File: src/hw/rtl/u8u16_pkg.sv
// ----------------------------------------------------------------------------
// u8u16_pkg
// Shared types and constants of the UTF-8 to UTF-16 stream transcoder.
// ----------------------------------------------------------------------------
package u8u16_pkg;

    localparam logic [5:0]  CONT_MASK      = 6'h3f;
    localparam logic [31:0] BMP_MAX        = 32'h0000_ffff;
    localparam logic [31:0] SUPP_BASE      = 32'h0001_0000;
    localparam logic [15:0] HIGH_SURR_BASE = 16'hd800;
    localparam logic [15:0] LOW_SURR_BASE  = 16'hdc00;
    localparam logic [9:0]  SURR_MASK      = 10'h3ff;

    typedef struct packed {
        logic [15:0] word_out;
        logic        run_last;
        logic        string_done;
        logic        truncated;
    } result_t;

    typedef struct packed {
        logic [2:0]  bytes_pending;
        logic [31:0] code_accum;
    } state_t;

    typedef struct packed {
        logic [1:0] count;
        result_t    first;
        result_t    second;
    } decode_t;

endpackage

File: src/hw/rtl/u8u16_byte_if.sv
// ----------------------------------------------------------------------------
// u8u16_byte_if
// Byte request channel: one UTF-8 byte and the end-of-string flag.
// ----------------------------------------------------------------------------
interface u8u16_byte_if;

    logic       valid;
    logic       ready;
    logic [7:0] byte_in;
    logic       string_end;

    modport source (output valid, output byte_in, output string_end, input ready);
    modport sink   (input valid, input byte_in, input string_end, output ready);

endinterface

File: src/hw/rtl/u8u16_word_if.sv
// ----------------------------------------------------------------------------
// u8u16_word_if
// Word request channel: one UTF-16 code unit and its status flags.
// ----------------------------------------------------------------------------
interface u8u16_word_if;

    logic        valid;
    logic        ready;
    logic [15:0] word_out;
    logic        run_last;
    logic        string_done;
    logic        truncated;

    modport source (
        output valid, output word_out, output run_last,
        output string_done, output truncated, input ready
    );
    modport sink (
        input valid, input word_out, input run_last,
        input string_done, input truncated, output ready
    );

endinterface

File: src/hw/rtl/u8u16_decoder.sv
// ----------------------------------------------------------------------------
// u8u16_decoder
// Single-pass decode of one byte: next sequence state and up to two words.
// ----------------------------------------------------------------------------
module u8u16_decoder (
    input  logic [7:0]        byte_in,
    input  logic              string_end,
    input  u8u16_pkg::state_t state_cur,
    output u8u16_pkg::state_t state_nxt,
    output u8u16_pkg::decode_t dec
);

    logic [3:0]        lead_cnt;
    logic              run;
    logic [7:0]        lead_mask;
    u8u16_pkg::state_t upd;
    logic [31:0]       supp_val;

    always_comb
    begin
        lead_cnt = 4'd0;
        run      = 1'b1;
        for (int i = 7; i >= 0; i--)
        begin
            if (run && byte_in[i])
            begin
                lead_cnt = lead_cnt + 4'd1;
            end
            else
            begin
                run = 1'b0;
            end
        end
    end

    assign lead_mask = 8'hff >> (lead_cnt + 4'd1);

    always_comb
    begin
        if (state_cur.bytes_pending != 3'd0)
        begin
            upd.code_accum    = {state_cur.code_accum[25:0], byte_in[5:0] & u8u16_pkg::CONT_MASK};
            upd.bytes_pending = state_cur.bytes_pending - 3'd1;
        end
        else
        begin
            upd.code_accum    = {24'd0, byte_in & lead_mask};
            upd.bytes_pending = (lead_cnt <= 4'd1) ? 3'd0 : 3'(lead_cnt - 4'd1);
        end
    end

    assign supp_val = upd.code_accum - u8u16_pkg::SUPP_BASE;

    always_comb
    begin
        dec       = '0;
        state_nxt = upd;
        if (upd.bytes_pending != 3'd0)
        begin
            if (string_end)
            begin
                dec.count             = 2'd1;
                dec.first.word_out    = 16'd0;
                dec.first.run_last    = 1'b1;
                dec.first.string_done = 1'b1;
                dec.first.truncated   = 1'b1;
                state_nxt             = '0;
            end
        end
        else
        begin
            if (upd.code_accum <= u8u16_pkg::BMP_MAX)
            begin
                dec.count             = 2'd1;
                dec.first.word_out    = upd.code_accum[15:0];
                dec.first.run_last    = 1'b1;
                dec.first.string_done = string_end;
            end
            else
            begin
                dec.count              = 2'd2;
                dec.first.word_out     = u8u16_pkg::HIGH_SURR_BASE
                                       | {6'd0, supp_val[19:10] & u8u16_pkg::SURR_MASK};
                dec.second.word_out    = u8u16_pkg::LOW_SURR_BASE
                                       | {6'd0, supp_val[9:0] & u8u16_pkg::SURR_MASK};
                dec.second.run_last    = 1'b1;
                dec.second.string_done = string_end;
            end
            if (string_end)
            begin
                state_nxt = '0;
            end
        end
    end

endmodule

File: src/hw/rtl/utf8_to_utf16_stream_unit.sv
// ----------------------------------------------------------------------------
// utf8_to_utf16_stream_unit
// Streaming UTF-8 to UTF-16 transcoder with explicit end-of-string flag.
// ----------------------------------------------------------------------------
// One UTF-8 byte is accepted per cycle when there is room, and its words are
// registered. A byte that completes a character up to 0xFFFF, or ends a
// string inside a sequence, gives one word; a byte inside a sequence gives
// none; a byte that completes a larger value gives a high and then a low
// surrogate. The two-slot result buffer sets the rate: it drains one word per
// cycle while the receiver is ready and takes a new byte when it is empty or
// its last word leaves in that cycle, so plain text runs at one byte per cycle.
// ----------------------------------------------------------------------------
module utf8_to_utf16_stream_unit (
    input  logic          clk,
    input  logic          rst_n,
    u8u16_byte_if.sink    byte_chan,
    u8u16_word_if.source  word_chan
);

    u8u16_pkg::state_t  state_reg;
    u8u16_pkg::state_t  state_next;
    u8u16_pkg::decode_t dec;
    u8u16_pkg::result_t slot0_reg;
    u8u16_pkg::result_t slot1_reg;
    logic [1:0]         count_reg;
    logic               accept;
    logic               pop;

    u8u16_decoder u_decoder (
        .byte_in    (byte_chan.byte_in),
        .string_end (byte_chan.string_end),
        .state_cur  (state_reg),
        .state_nxt  (state_next),
        .dec        (dec)
    );

    assign pop             = word_chan.valid && word_chan.ready;
    assign byte_chan.ready = (count_reg == 2'd0) || (count_reg == 2'd1 && word_chan.ready);
    assign accept          = byte_chan.valid && byte_chan.ready;

    assign word_chan.valid       = (count_reg != 2'd0);
    assign word_chan.word_out    = slot0_reg.word_out;
    assign word_chan.run_last    = slot0_reg.run_last;
    assign word_chan.string_done = slot0_reg.string_done;
    assign word_chan.truncated   = slot0_reg.truncated;

    always_ff @(posedge clk or negedge rst_n)
    begin
        if (!rst_n)
        begin
            state_reg <= '0;
            count_reg <= 2'd0;
        end
        else if (accept)
        begin
            state_reg <= state_next;
            count_reg <= dec.count;
        end
        else if (pop)
        begin
            count_reg <= count_reg - 2'd1;
        end
    end

    always_ff @(posedge clk)
    begin
        if (accept)
        begin
            slot0_reg <= dec.first;
            slot1_reg <= dec.second;
        end
        else if (pop)
        begin
            slot0_reg <= slot1_reg;
        end
    end

    a_count_range: assert property (@(posedge clk) disable iff (!rst_n)
        count_reg != 2'd3)
        else $error("result buffer count out of range");

    a_pair_first: assert property (@(posedge clk) disable iff (!rst_n)
        (count_reg == 2'd2) |-> !slot0_reg.run_last)
        else $error("high surrogate flagged as last word");

    a_pair_drain: assert property (@(posedge clk) disable iff (!rst_n)
        (count_reg == 2'd2 && pop) |=> (count_reg == 2'd1 && slot0_reg.run_last))
        else $error("low surrogate not presented after high surrogate");

    a_trunc_word: assert property (@(posedge clk) disable iff (!rst_n)
        (word_chan.valid && word_chan.truncated) |->
            (word_chan.word_out == 16'd0 && word_chan.run_last && word_chan.string_done))
        else $error("malformed truncation result");

    a_end_clears: assert property (@(posedge clk) disable iff (!rst_n)
        (accept && byte_chan.string_end) |=>
            (state_reg.bytes_pending == 3'd0 && state_reg.code_accum == 32'd0))
        else $error("sequence state not cleared at string end");

endmodule

File: src/flat_wrapper.sv
// flat-port wrapper written by rule: the top's interface ports become plain ports
module utf8_to_utf16_stream_unit_flat 
  (clk, rst_n, byte_chan_valid, byte_chan_byte_in, byte_chan_string_end, byte_chan_ready, word_chan_valid, word_chan_word_out, word_chan_run_last, word_chan_string_done, word_chan_truncated, word_chan_ready);
  u8u16_byte_if byte_chan_i ();
  u8u16_word_if word_chan_i ();
  input  logic clk;
  input  logic rst_n;
  input wire logic [$bits(byte_chan_i.valid)-1:0] byte_chan_valid;
  input wire logic [$bits(byte_chan_i.byte_in)-1:0] byte_chan_byte_in;
  input wire logic [$bits(byte_chan_i.string_end)-1:0] byte_chan_string_end;
  output wire logic [$bits(byte_chan_i.ready)-1:0] byte_chan_ready;
  output wire logic [$bits(word_chan_i.valid)-1:0] word_chan_valid;
  output wire logic [$bits(word_chan_i.word_out)-1:0] word_chan_word_out;
  output wire logic [$bits(word_chan_i.run_last)-1:0] word_chan_run_last;
  output wire logic [$bits(word_chan_i.string_done)-1:0] word_chan_string_done;
  output wire logic [$bits(word_chan_i.truncated)-1:0] word_chan_truncated;
  input wire logic [$bits(word_chan_i.ready)-1:0] word_chan_ready;
  assign byte_chan_i.valid = byte_chan_valid;
  assign byte_chan_i.byte_in = byte_chan_byte_in;
  assign byte_chan_i.string_end = byte_chan_string_end;
  assign byte_chan_ready = byte_chan_i.ready;
  assign word_chan_valid = word_chan_i.valid;
  assign word_chan_word_out = word_chan_i.word_out;
  assign word_chan_run_last = word_chan_i.run_last;
  assign word_chan_string_done = word_chan_i.string_done;
  assign word_chan_truncated = word_chan_i.truncated;
  assign word_chan_i.ready = word_chan_ready;
  utf8_to_utf16_stream_unit u_core (.clk(clk), .rst_n(rst_n), .byte_chan(byte_chan_i), .word_chan(word_chan_i));
endmodule
File: config.mk
export PLATFORM = sky130hd
export DESIGN_NAME = utf8_to_utf16_stream_unit_flat
export DESIGN_NICKNAME = d
export VERILOG_FILES = /design/src/hw/rtl/u8u16_pkg.sv /design/src/hw/rtl/u8u16_byte_if.sv /design/src/hw/rtl/u8u16_word_if.sv /design/src/hw/rtl/u8u16_decoder.sv /design/src/hw/rtl/utf8_to_utf16_stream_unit.sv /design/src/flat_wrapper.sv
export SDC_FILE = /design/constraint.sdc
export NUM_CORES = 1
export LEC_CHECK = 0
export CAP_MARGIN = 20
export CORE_ASPECT_RATIO = 0.5
export CORE_MARGIN = 4
export CORE_UTILIZATION = 30
export DETAILED_ROUTE_END_ITERATION = 7
export DONT_BUFFER_PORTS = 1
export GPL_TIMING_DRIVEN = 0
export HOLD_SLACK_MARGIN = 0.02
export PLACE_DENSITY = 0.54
export SLEW_MARGIN = 20
export SYNTH_ARGS = -nofsm -noshare
export SYNTH_HDL_FRONTEND = slang
export SYNTH_SLANG_ARGS = --single-unit
File: constraint.sdc
create_clock -name clk -period 4.9 [get_ports clk]
set_input_delay 0.245 -clock clk [delete_from_list [all_inputs] [get_ports clk]]
set_output_delay 0.245 -clock clk [all_outputs]
set_load 0.02 [all_outputs]
==> flow_metrics.py, run 1 <==
metrics = {
    "clocking": {
        "root_buffer": "clkbuf_16",
        "numCtsBuffers": 9,
        "clockBufferDepth": 2,
        "htree_levels": 3,
        "cts_tree": "yes",
        "cts_sinks": 62,
        "clk_latency_ns": 0.33,
        "clk_pin_slew_ns": 0.05,
    },
    "yosys": {
        "netlist_top_cells_count": "70 x nand2_1, 31 x dfrtp_1, 31 x edfxtp_1",
        "yosysUniqueCellTypes": 69,
        "ys_warn_count": 0,
        "synth-seq-cells": 62,
        "yosysMostFrequentCell": "nand2_1",
        "ys_top_cells_by_area": "edfxtp_1 24%, dfrtp_1 20%, nand2_1 6.8%",
        "synth.largest_area_cell": "edfxtp_1",
        "synth_edf_count": 31,
        "syn_area_sq_mm": 0.003871,
        "yosysTopAreaCellShare_pct": 24.05,
        "syn_nets": 436,
        "ys_seq_area_share_pct": 44.09,
        "synth_flop_cell": "edfxtp_1",
        "synth.avg_cell_area_sq_um": 9.512,
        "synthCells": 407,
        "synthArstFlopShare_pct": 50.00,
    },
    "grt": {
        "antenna_found_initial": 0,
        "overflow": 0,
        "grt.total_usage_pct": 15.00,
        "grt_max_degree": 32,
        "grt_pass1_wl_um": 17590,
        "first_global_vias": 3211,
    },
    "finish": {
        "antenna_cells": 0,
        "drive_gt1_share_pct": 26.36,
        "area_growth_pct": 29.44,
        "layout.cells.non_filler": 629,
        "largest_reg_flops": 29,
        "nets": 483,
    },
    "critical_path": {
        "startpoint_type": "input pin",
        "arrival_ns": 5.21,
        "path_class": "in -> reg",
        "path_max_fanout": 8,
        "crit_path_end_kind": "flop",
        "worstPathRequired_ns": 5.07,
    },
    "route": {
        "postRouteAntennaNets": 0,
        "drc": 0,
        "met1_length_um": 5368,
        "wl_met2_um": 5316,
        "wirelength_um": 11640,
        "drt_iter0_markers": 286,
        "drt_pass1_iterations": 6,
        "route.met3.wl_um": 786,
        "via_count": 3414,
        "via_per_inst": 5.428,
        "maxUsedRoutingLayer": "met4",
        "wl_per_cell_um": 18.50,
    },
    "timing": {
        "max_slew_margin_pct": 52.46,
        "max_freq_ghz": 0.1984,
        "slew_violations": 0,
        "tightest_slew_ns": 0.7105,
        "worst_clock_skew_ns": 0.009007,
        "rsz0062_at_grt": "yes",
        "hold_violations": 0,
        "tns_ns": -1.138,
        "min_period_ns": 5.041,
        "setup_violations": 19,
        "finalCritPeriodShare_pct": 102.9,
        "setup_slack_ns": -0.1411,
    },
    "run": {
        "max_cap_violations": 0,
    },
    "die": {
        "io_pins": 34,
        "start_util_pct": 30.66,
        "dieArea_sq_mm": 0.01490,
        "die_y_um": 88.33,
        "die_width_um": 168.7,
        "core-area_sq_mm": 0.01263,
        "placementRows": 29,
    },
    "worst_hold_path": {
        "min_path_type": "in -> reg",
    },
    "placed_design": {
        "hpwl_um": 7764,
        "io_buffers": 0,
        "placed_cells": 577,
        "place_congestion": 0.8757,
    },
    "power": {
        "ir_worst_vdd_mv": 0.3003,
        "total_leakage_power_nw": 2.059,
        "powerDensity_mw_per_mm2": 556.4,
    },
    "run_status": {
        "violations": "negative setup slack",
        "status": "finished with violations",
    },
}
## final cells by class
class | count | area [sq um]
plain buffers | 22 | 101.3
clock buffers | 13 | 271.5
clock inverters | 3 | 17.52
fillers | 1248 | 7616
inverters | 22 | 87.58
multi-input cells | 302 | 2306
flip-flops and latches | 62 | 1707
well taps | 170 | 212.7
repair buffers | 34 | 299.0
repair inverters | 1 | 8.758
## cells by family after synthesis
group	Yosys count	synth area share, %
buffers and inverters	44	4.784
DFF	62	44.09
adders and majority gates	16	5.171
AOI/OAI and AO/OA	106	20.56
muxes	5	1.325
and+or+nand+nor	167	21.75
xor gates and xnor gates	7	2.327
## metrics by stage
stage | cell area [sq um] | utilization, % | power, mW | setup WS [ns] | hold slack, ns
finish | 5011 | 39.68 | 2.788 | -0.1411 | 0.1854
global route | 5011 | 39.68 | 2.961 | -0.3794 | 0.1797
CTS | 4768 | 37.76 | 2.688 | -0.1439 | 0.1775
detailed placement | 4119 | 32.62 | 1.969 | -0.8118 | -0.04961
global placement | 4119 | 32.62 | 1.964 | -0.8205 | -0.04964
floorplan | 3906 | - | 1.665 | -0.1932 | -0.05059
## report_power, final
group          leakage, nW  switching, mW  internal, mW
sequential           0.723          0.179         0.753
clock                0.141          0.218         0.385
combinational         1.20          0.838         0.415
total                 2.06           1.24          1.55
## timing repair
| item | in CTS | in global routing |
|---|---|---|
| gates cloned | 3 | 0 |
| buffers inserted | 24 | 7 |
| endpoints found under the setup margin | 32 | 40 |
| gates resized for setup | 24 | 42 |
| endpoints found under the hold margin | 33 | 0 |
| pin swaps | 13 | 15 |
| hold buffers | 3 | 0 |
## metal layers
metal	track usage (%)	vias up
li1	-	1600
met1	20.76	1660
met2	23.62	134
met3	4.016	20
met4	3.756	0
met5	0	-
## worst max-delay path, stage by stage
cell and delay, ns:
and2_4 0.15, ha_4 0.23, o21a_1 0.20, ha_4 0.28, mux2i_1 0.06, a21boi_1 0.18
ha_1 0.27, nand2_1 0.06, nand2_1 0.05, ha_1 0.26, and2_4 0.14, o311a_4 0.32
ha_4 0.27, nand4_1 0.10, nand2_1 0.14, ha_4 0.13, and4_4 0.25, o2111ai_2 0.13
a41oi_2 0.23, xnor3_2 0.50, o41ai_4 0.23, buf_6 0.18, or3_4 0.20, nand2_8 0.09
buf_6 0.15, nor3_4 0.15
## path summary, 6_finish.rpt
| path | startpoint | endpoint | slack (ns) | depth (start not counted) |
|---|---|---|---|---|
| max | byte_chan_byte_in[6] | u_core.slot1_reg[8] | -0.14 | 26 |
| min | byte_chan_string_end | u_core.slot1_reg[1] | 0.19 | 2 |
| max reg2reg | u_core.state_reg[32] | u_core.word_chan.word_out[3] | 0.75 | 14 |
| min reg2reg | u_core.state_reg[24] | u_core.state_reg[24] | 0.47 | 2 |
| max in group asynchronous | rst_n | u_core.state_reg[23] | 4.36 | 2 |
| min in group asynchronous | rst_n | u_core.state_reg[33] | 0.35 | 2 |
## placed cells by master (no fill, tap or decap), types with 6 or more instances in the layout
cell / n
a22o_1: 7
dfrtp_1: 31
ha_1: 10
ha_4: 6
o22ai_1: 6
edfxtp_1: 31
buf_4: 26
nor2_1: 20
o21ai_0: 10
nand2_1: 70
nand4_1: 7
buf_6: 8
clkbuf_1: 17
inv_1: 18
clkbuf_16: 10
nand3_1: 22
a21oi_1: 13
o21ai_2: 10
Note: power is estimated with default switching activity, not from simulation.
==> run 2, diff against run 1 <==
- CTS_BUF_LIST: unset -> sky130_fd_sc_hd__clkbuf_8 sky130_fd_sc_hd__clkbuf_16
==> flow_metrics.py, run 2 (synthesis results as in run 1) <==
metrics = {
    "route": {
        "via_count": 3414,
        "drt_iter0_markers": 286,
        "drt_pass1_iterations": 5,
        "via_per_inst": 5.428,
        "postRouteAntennaNets": 0,
        "wirelength_um": 11620,
        "wl_per_cell_um": 18.48,
        "drc": 0,
    },
    "die": {
        "die_y_um": 88.33,
        "core-area_sq_mm": 0.01263,
        "die_width_um": 168.7,
        "start_util_pct": 30.66,
        "placementRows": 29,
        "dieArea_sq_mm": 0.01490,
        "io_pins": 34,
    },
    "finish": {
        "post-route-util_pct": 39.68,
        "antenna_cells": 0,
        "layout.cells.non_filler": 629,
        "final_common_cell": "nand2_1",
        "final_cell_mix": "70 x nand2_1, 31 x dfrtp_1, 31 x edfxtp_1, 26 x buf_4, 22 x nand3_1",
        "drive_gt1_share_pct": 26.36,
        "largest_reg_flops": 29,
        "nets": 483,
        "area_growth_pct": 29.44,
        "final_area_sq_mm": 0.005011,
    },
    "clocking": {
        "htree_levels": 3,
        "root_buffer": "clkbuf_16",
        "clockBufferDepth": 2,
        "cts_sinks": 62,
        "clk_pin_slew_ns": 0.05,
        "cts_tree": "yes",
        "clk_latency_ns": 0.33,
        "numCtsBuffers": 9,
    },
    "placed_design": {
        "hpwl_um": 7764,
        "place_area_sq_mm": 0.004119,
        "placed_cells": 577,
        "io_buffers": 0,
        "place_congestion": 0.8757,
        "dp_slack_ns": -0.8118,
    },
    "timing": {
        "tightest_slew_ns": 0.7196,
        "max_freq_ghz": 0.1983,
        "min_period_ns": 5.042,
        "setup_slack_ns": -0.1419,
        "setup_violations": 19,
        "finalCritPeriodShare_pct": 102.9,
        "hold_violations": 0,
        "rsz0062_at_grt": "yes",
        "worst_clock_skew_ns": 0.009101,
        "max_slew_margin_pct": 51.85,
        "slew_violations": 0,
    },
    "critical_path": {
        "worstPathRequired_ns": 5.07,
        "reg2reg_slack_ns": 0.77,
        "arrival_ns": 5.21,
        "path_max_fanout": 8,
        "path_class": "in -> reg",
        "crit_top_cell": "ha_4",
        "slowest_stage": "xnor3_2",
        "slowest_delay_ns": 0.50,
        "crit_path_end_kind": "flop",
        "startpoint_type": "input pin",
    },
    "power": {
        "switching_share_pct": 44.37,
        "total_power_mw": 2.784,
        "ir_worst_vdd_mv": 0.3000,
        "power.share.sequential_pct": 33.5,
        "internal-power_mw": 1.549,
        "total_leakage_power_nw": 2.067,
        "p_comb_share_pct": 45.0,
        "powerDensity_mw_per_mm2": 555.6,
        "switchingPower_mw": 1.235,
        "pwr-share-clk_pct": 21.5,
    },
    "run_status": {
        "status": "finished with violations",
        "violations": "negative setup slack",
    },
    "grt": {
        "grt_max_degree": 32,
        "overflow": 0,
        "grt.total_usage_pct": 15.00,
        "antenna_found_initial": 0,
        "first_global_vias": 3211,
        "grt_pass1_wl_um": 17590,
    },
    "run": {
        "max_cap_violations": 0,
    },
    "worst_hold_path": {
        "min_path_type": "in -> reg",
    },
}
run 2: cell type report:
type                       count  area (sq um)
buffer                        22         101.3
clock buffer                  11         264.0
clock inverter                 5         25.02
fill                        1248          7616
inverter                      22         87.58
multi-input combinational    302          2306
sequential                    62          1707
tap                          170         212.7
timing repair buffer          34         299.0
timing repair inverter         1         8.758
run 2: final timing paths:
kind / start / endpoint / depth (start not counted)
setup / recovery: byte_chan_byte_in[6] / u_core.slot1_reg[8] / 26
hold / removal: byte_chan_string_end / u_core.slot1_reg[1] / 2
setup reg to reg: u_core.state_reg[32] / u_core.word_chan.word_out[3] / 14
hold reg to reg: u_core.state_reg[24] / u_core.state_reg[24] / 2
max in group asynchronous: rst_n / u_core.count_reg[1] / 2
min in group asynchronous: rst_n / u_core.state_reg[33] / 2
run 2: metal layers:
metal  vias to the layer above  global-route usage [%]  share of wire [%]
met1                      1658                   20.76                 46
met2                       134                   23.62                 46
li1                       1600                       -                  -
met5                         -                       0                  0
met4                         0                   3.756                1.4
met3                        22                   4.016                6.6
run 2: critical path: cells and delay by family:
kind,cells,cell delay [ns]
buffers and inverters,2,0.33
and+or+nand+nor,10,1.33
AOI/OAI and AO/OA,6,1.29
adders and majority gates,6,1.44
muxes,1,0.06
xor gates and xnor gates,1,0.50
run 2: per-stage QoR:
| step | hold slack (ns) | TNS [ns] |
|---|---|---|
| global route | 0.1797 | -8.571 |
| detailed placement | -0.04961 | -23.87 |
| floorplan | -0.05059 | -3.086 |
| global placement | -0.04964 | -23.67 |
| CTS | 0.1775 | -1.869 |
| finish | 0.1856 | -1.148 |
run 2: repair_timing:
action                                  4_1_cts  5_1_grt
cloned                                        3        0
endpoints found under the hold margin        33        0
endpoints found under the setup margin       32       40
resized for setup                            24       42
buffers inserted                             24        7
pin swaps                                    13       15
hold buffers                                  3        0
run 2: power groups by stage:
stage / clock network, mW / registers [mW] / logic (mW)
finish: 0.599 / 0.932 / 1.25
global route: 0.639 / 0.950 / 1.37
CTS: 0.610 / 0.934 / 1.14
detailed placement: 0 / 0.942 / 1.03
global placement: 0 / 0.939 / 1.02
floorplan: 0 / 0.898 / 0.767
==> run 3, diff against run 2 <==
- CORE_MARGIN: 4 -> 5
==> flow_metrics.py, run 3 (synthesis results as in run 1) <==
metrics = {
    "run_status": {
        "status": "finished with violations",
        "violations": "negative setup slack",
    },
    "placed_design": {
        "hpwl_um": 7816,
        "io_buffers": 0,
        "placed_cells": 577,
        "place_congestion": 0.8644,
    },
    "critical_path": {
        "startpoint_type": "input pin",
        "arrival_ns": 5.14,
        "crit_path_end_kind": "flop",
        "path_max_fanout": 8,
        "path_class": "in -> reg",
        "worstPathRequired_ns": 4.97,
    },
    "power": {
        "powerDensity_mw_per_mm2": 543.5,
        "total_power_mw": 2.691,
        "total_leakage_power_nw": 2.039,
        "ir_worst_vdd_mv": 0.2057,
    },
    "route": {
        "postRouteAntennaNets": 0,
        "drc": 0,
        "wirelength_um": 11580,
        "drt_pass1_iterations": 6,
        "drt_iter0_markers": 351,
        "via_count": 3330,
        "wl_per_cell_um": 18.47,
        "via_per_inst": 5.311,
    },
    "timing": {
        "hold_violations": 0,
        "setup_violations": 29,
        "rsz0062_at_grt": "yes",
        "max_slew_margin_pct": 52.63,
        "worst_clock_skew_ns": 0.007254,
        "slew_violations": 0,
        "max_freq_ghz": 0.1973,
        "setup_slack_ns": -0.1688,
        "tightest_slew_ns": 0.7079,
        "finalCritPeriodShare_pct": 103.4,
        "min_period_ns": 5.069,
    },
    "die": {
        "start_util_pct": 30.57,
        "dieArea_sq_mm": 0.01541,
        "io_pins": 34,
        "core-area_sq_mm": 0.01266,
        "placementRows": 29,
        "die_width_um": 170.7,
        "die_y_um": 90.33,
    },
    "finish": {
        "multi_input_area_sq_mm": 0.002281,
        "drive_gt1_share_pct": 24.29,
        "antenna_cells": 0,
        "fillers": 1234,
        "largest_reg_flops": 29,
        "area_growth_pct": 27.89,
        "final_cell_mix": "69 x nand2_1, 31 x dfrtp_1, 31 x edfxtp_1, 25 x buf_4, 23 x inv_1",
        "nets": 482,
        "final_common_cell": "nand2_1",
        "layout.cells.non_filler": 627,
        "seqCellArea_sq_mm": 0.001707,
    },
    "clocking": {
        "cts_tree": "yes",
        "clk_pin_slew_ns": 0.05,
        "cts_sinks": 62,
        "root_buffer": "clkbuf_16",
        "htree_levels": 3,
        "clockBufferDepth": 2,
        "clk_latency_ns": 0.33,
        "numCtsBuffers": 9,
    },
    "grt": {
        "grt_pass1_wl_um": 18210,
        "first_global_vias": 3280,
        "grt.total_usage_pct": 14.93,
        "overflow": 0,
        "grt_max_degree": 32,
        "antenna_found_initial": 0,
    },
    "run": {
        "max_cap_violations": 0,
    },
    "worst_hold_path": {
        "min_path_type": "in -> reg",
    },
}
[run 3: cell count changes in the layout (fill, tap and decap cells not counted), sizes merged]
cell | before | now
buf | 38 | 37
clkinvlp | 1 | 0
inv | 23 | 27
clkinv | 4 | 2
clkbuf | 27 | 25
[run 3: layout make-up]
type	instances	area share [%]
Buffer	22	2.047
Clock buffer	9	4.549
Clock inverter	6	0.4549
Inverter	22	1.820
Multi-Input combinational cell	302	46.07
Sequential cell	62	34.47
Tap cell	170	4.296
Timing Repair Buffer	33	6.065
Timing Repair inverter	1	0.2274
[run 3: worst max-delay path: stages]
cell and delay [ns]:
and2_4 0.15, ha_4 0.23, o21a_1 0.20, ha_4 0.28, mux2i_1 0.08, a21boi_2 0.16, ha_1 0.26, nand2_1 0.06
nand2_1 0.05, ha_1 0.26, and2_4 0.14, o311a_4 0.36, ha_4 0.25, nand4_1 0.11, nand2_2 0.09, ha_4 0.29
mux2i_2 0.07, o21ai_2 0.18, inv_2 0.08, ha_4 0.16, xnor3_2 0.43, o41ai_4 0.07, buf_4 0.18, o31ai_4 0.40
nor3_2 0.07, a211o_1 0.28
[run 3: where the power goes]
part	total (mW)	leakage [nW]	internal [mW]	switching (mW)
Sequential	0.935	0.723	0.753	0.181
Clock	0.533	0.143	0.327	0.206
Combinational	1.22	1.17	0.413	0.810
Total	2.69	2.04	1.49	1.20
[run 3: path summary, 6_finish.rpt]
path | start | cells after the start | endpoint | slack, ns
setup / recovery | byte_chan_byte_in[6] | 26 | u_core.word_chan.word_out[6] | -0.17
hold / removal | byte_chan_string_end | 2 | u_core.slot1_reg[1] | 0.18
setup reg to reg | u_core.state_reg[32] | 14 | u_core.word_chan.word_out[2] | 0.67
hold reg to reg | u_core.state_reg[23] | 2 | u_core.state_reg[23] | 0.46
max in group asynchronous | rst_n | 2 | u_core.state_reg[25] | 4.36
min in group asynchronous | rst_n | 2 | u_core.state_reg[33] | 0.35
[run 3: per-stage QoR]
stage / hold slack, ns / utilization, % / setup slack [ns] / TNS [ns] / instance area (sq um)
2_1_floorplan: -0.05059 / - / -0.1932 / -3.086 / 3906
3_3_place_gp: -0.04935 / 32.53 / -0.8119 / -23.65 / 4119
3_5_place_dp: -0.04959 / 32.53 / -0.8243 / -24.31 / 4119
5_1_grt: 0.1924 / 39.10 / -0.3541 / -8.952 / 4951
4_1_cts: 0.1794 / 37.64 / -0.1570 / -2.311 / 4767
6_report: 0.1843 / 39.10 / -0.1688 / -2.973 / 4951
[run 3: what timing repair did]
item / in CTS / in global routing
setup endpoints to repair: 32 / 39
buffers inserted: 27 / 6
gates cloned: 2 / 0
pin swaps: 24 / 21
gates resized for setup: 27 / 34
hold endpoints to repair: 33 / 0
hold buffers: 3 / 0
[run 3: routing by layer]
layer	global-route usage [%]	part of all wire, %
met1	21.80	47
met4	3.787	0.85
met3	3.717	6.9
met5	0	0
met2	21.98	45
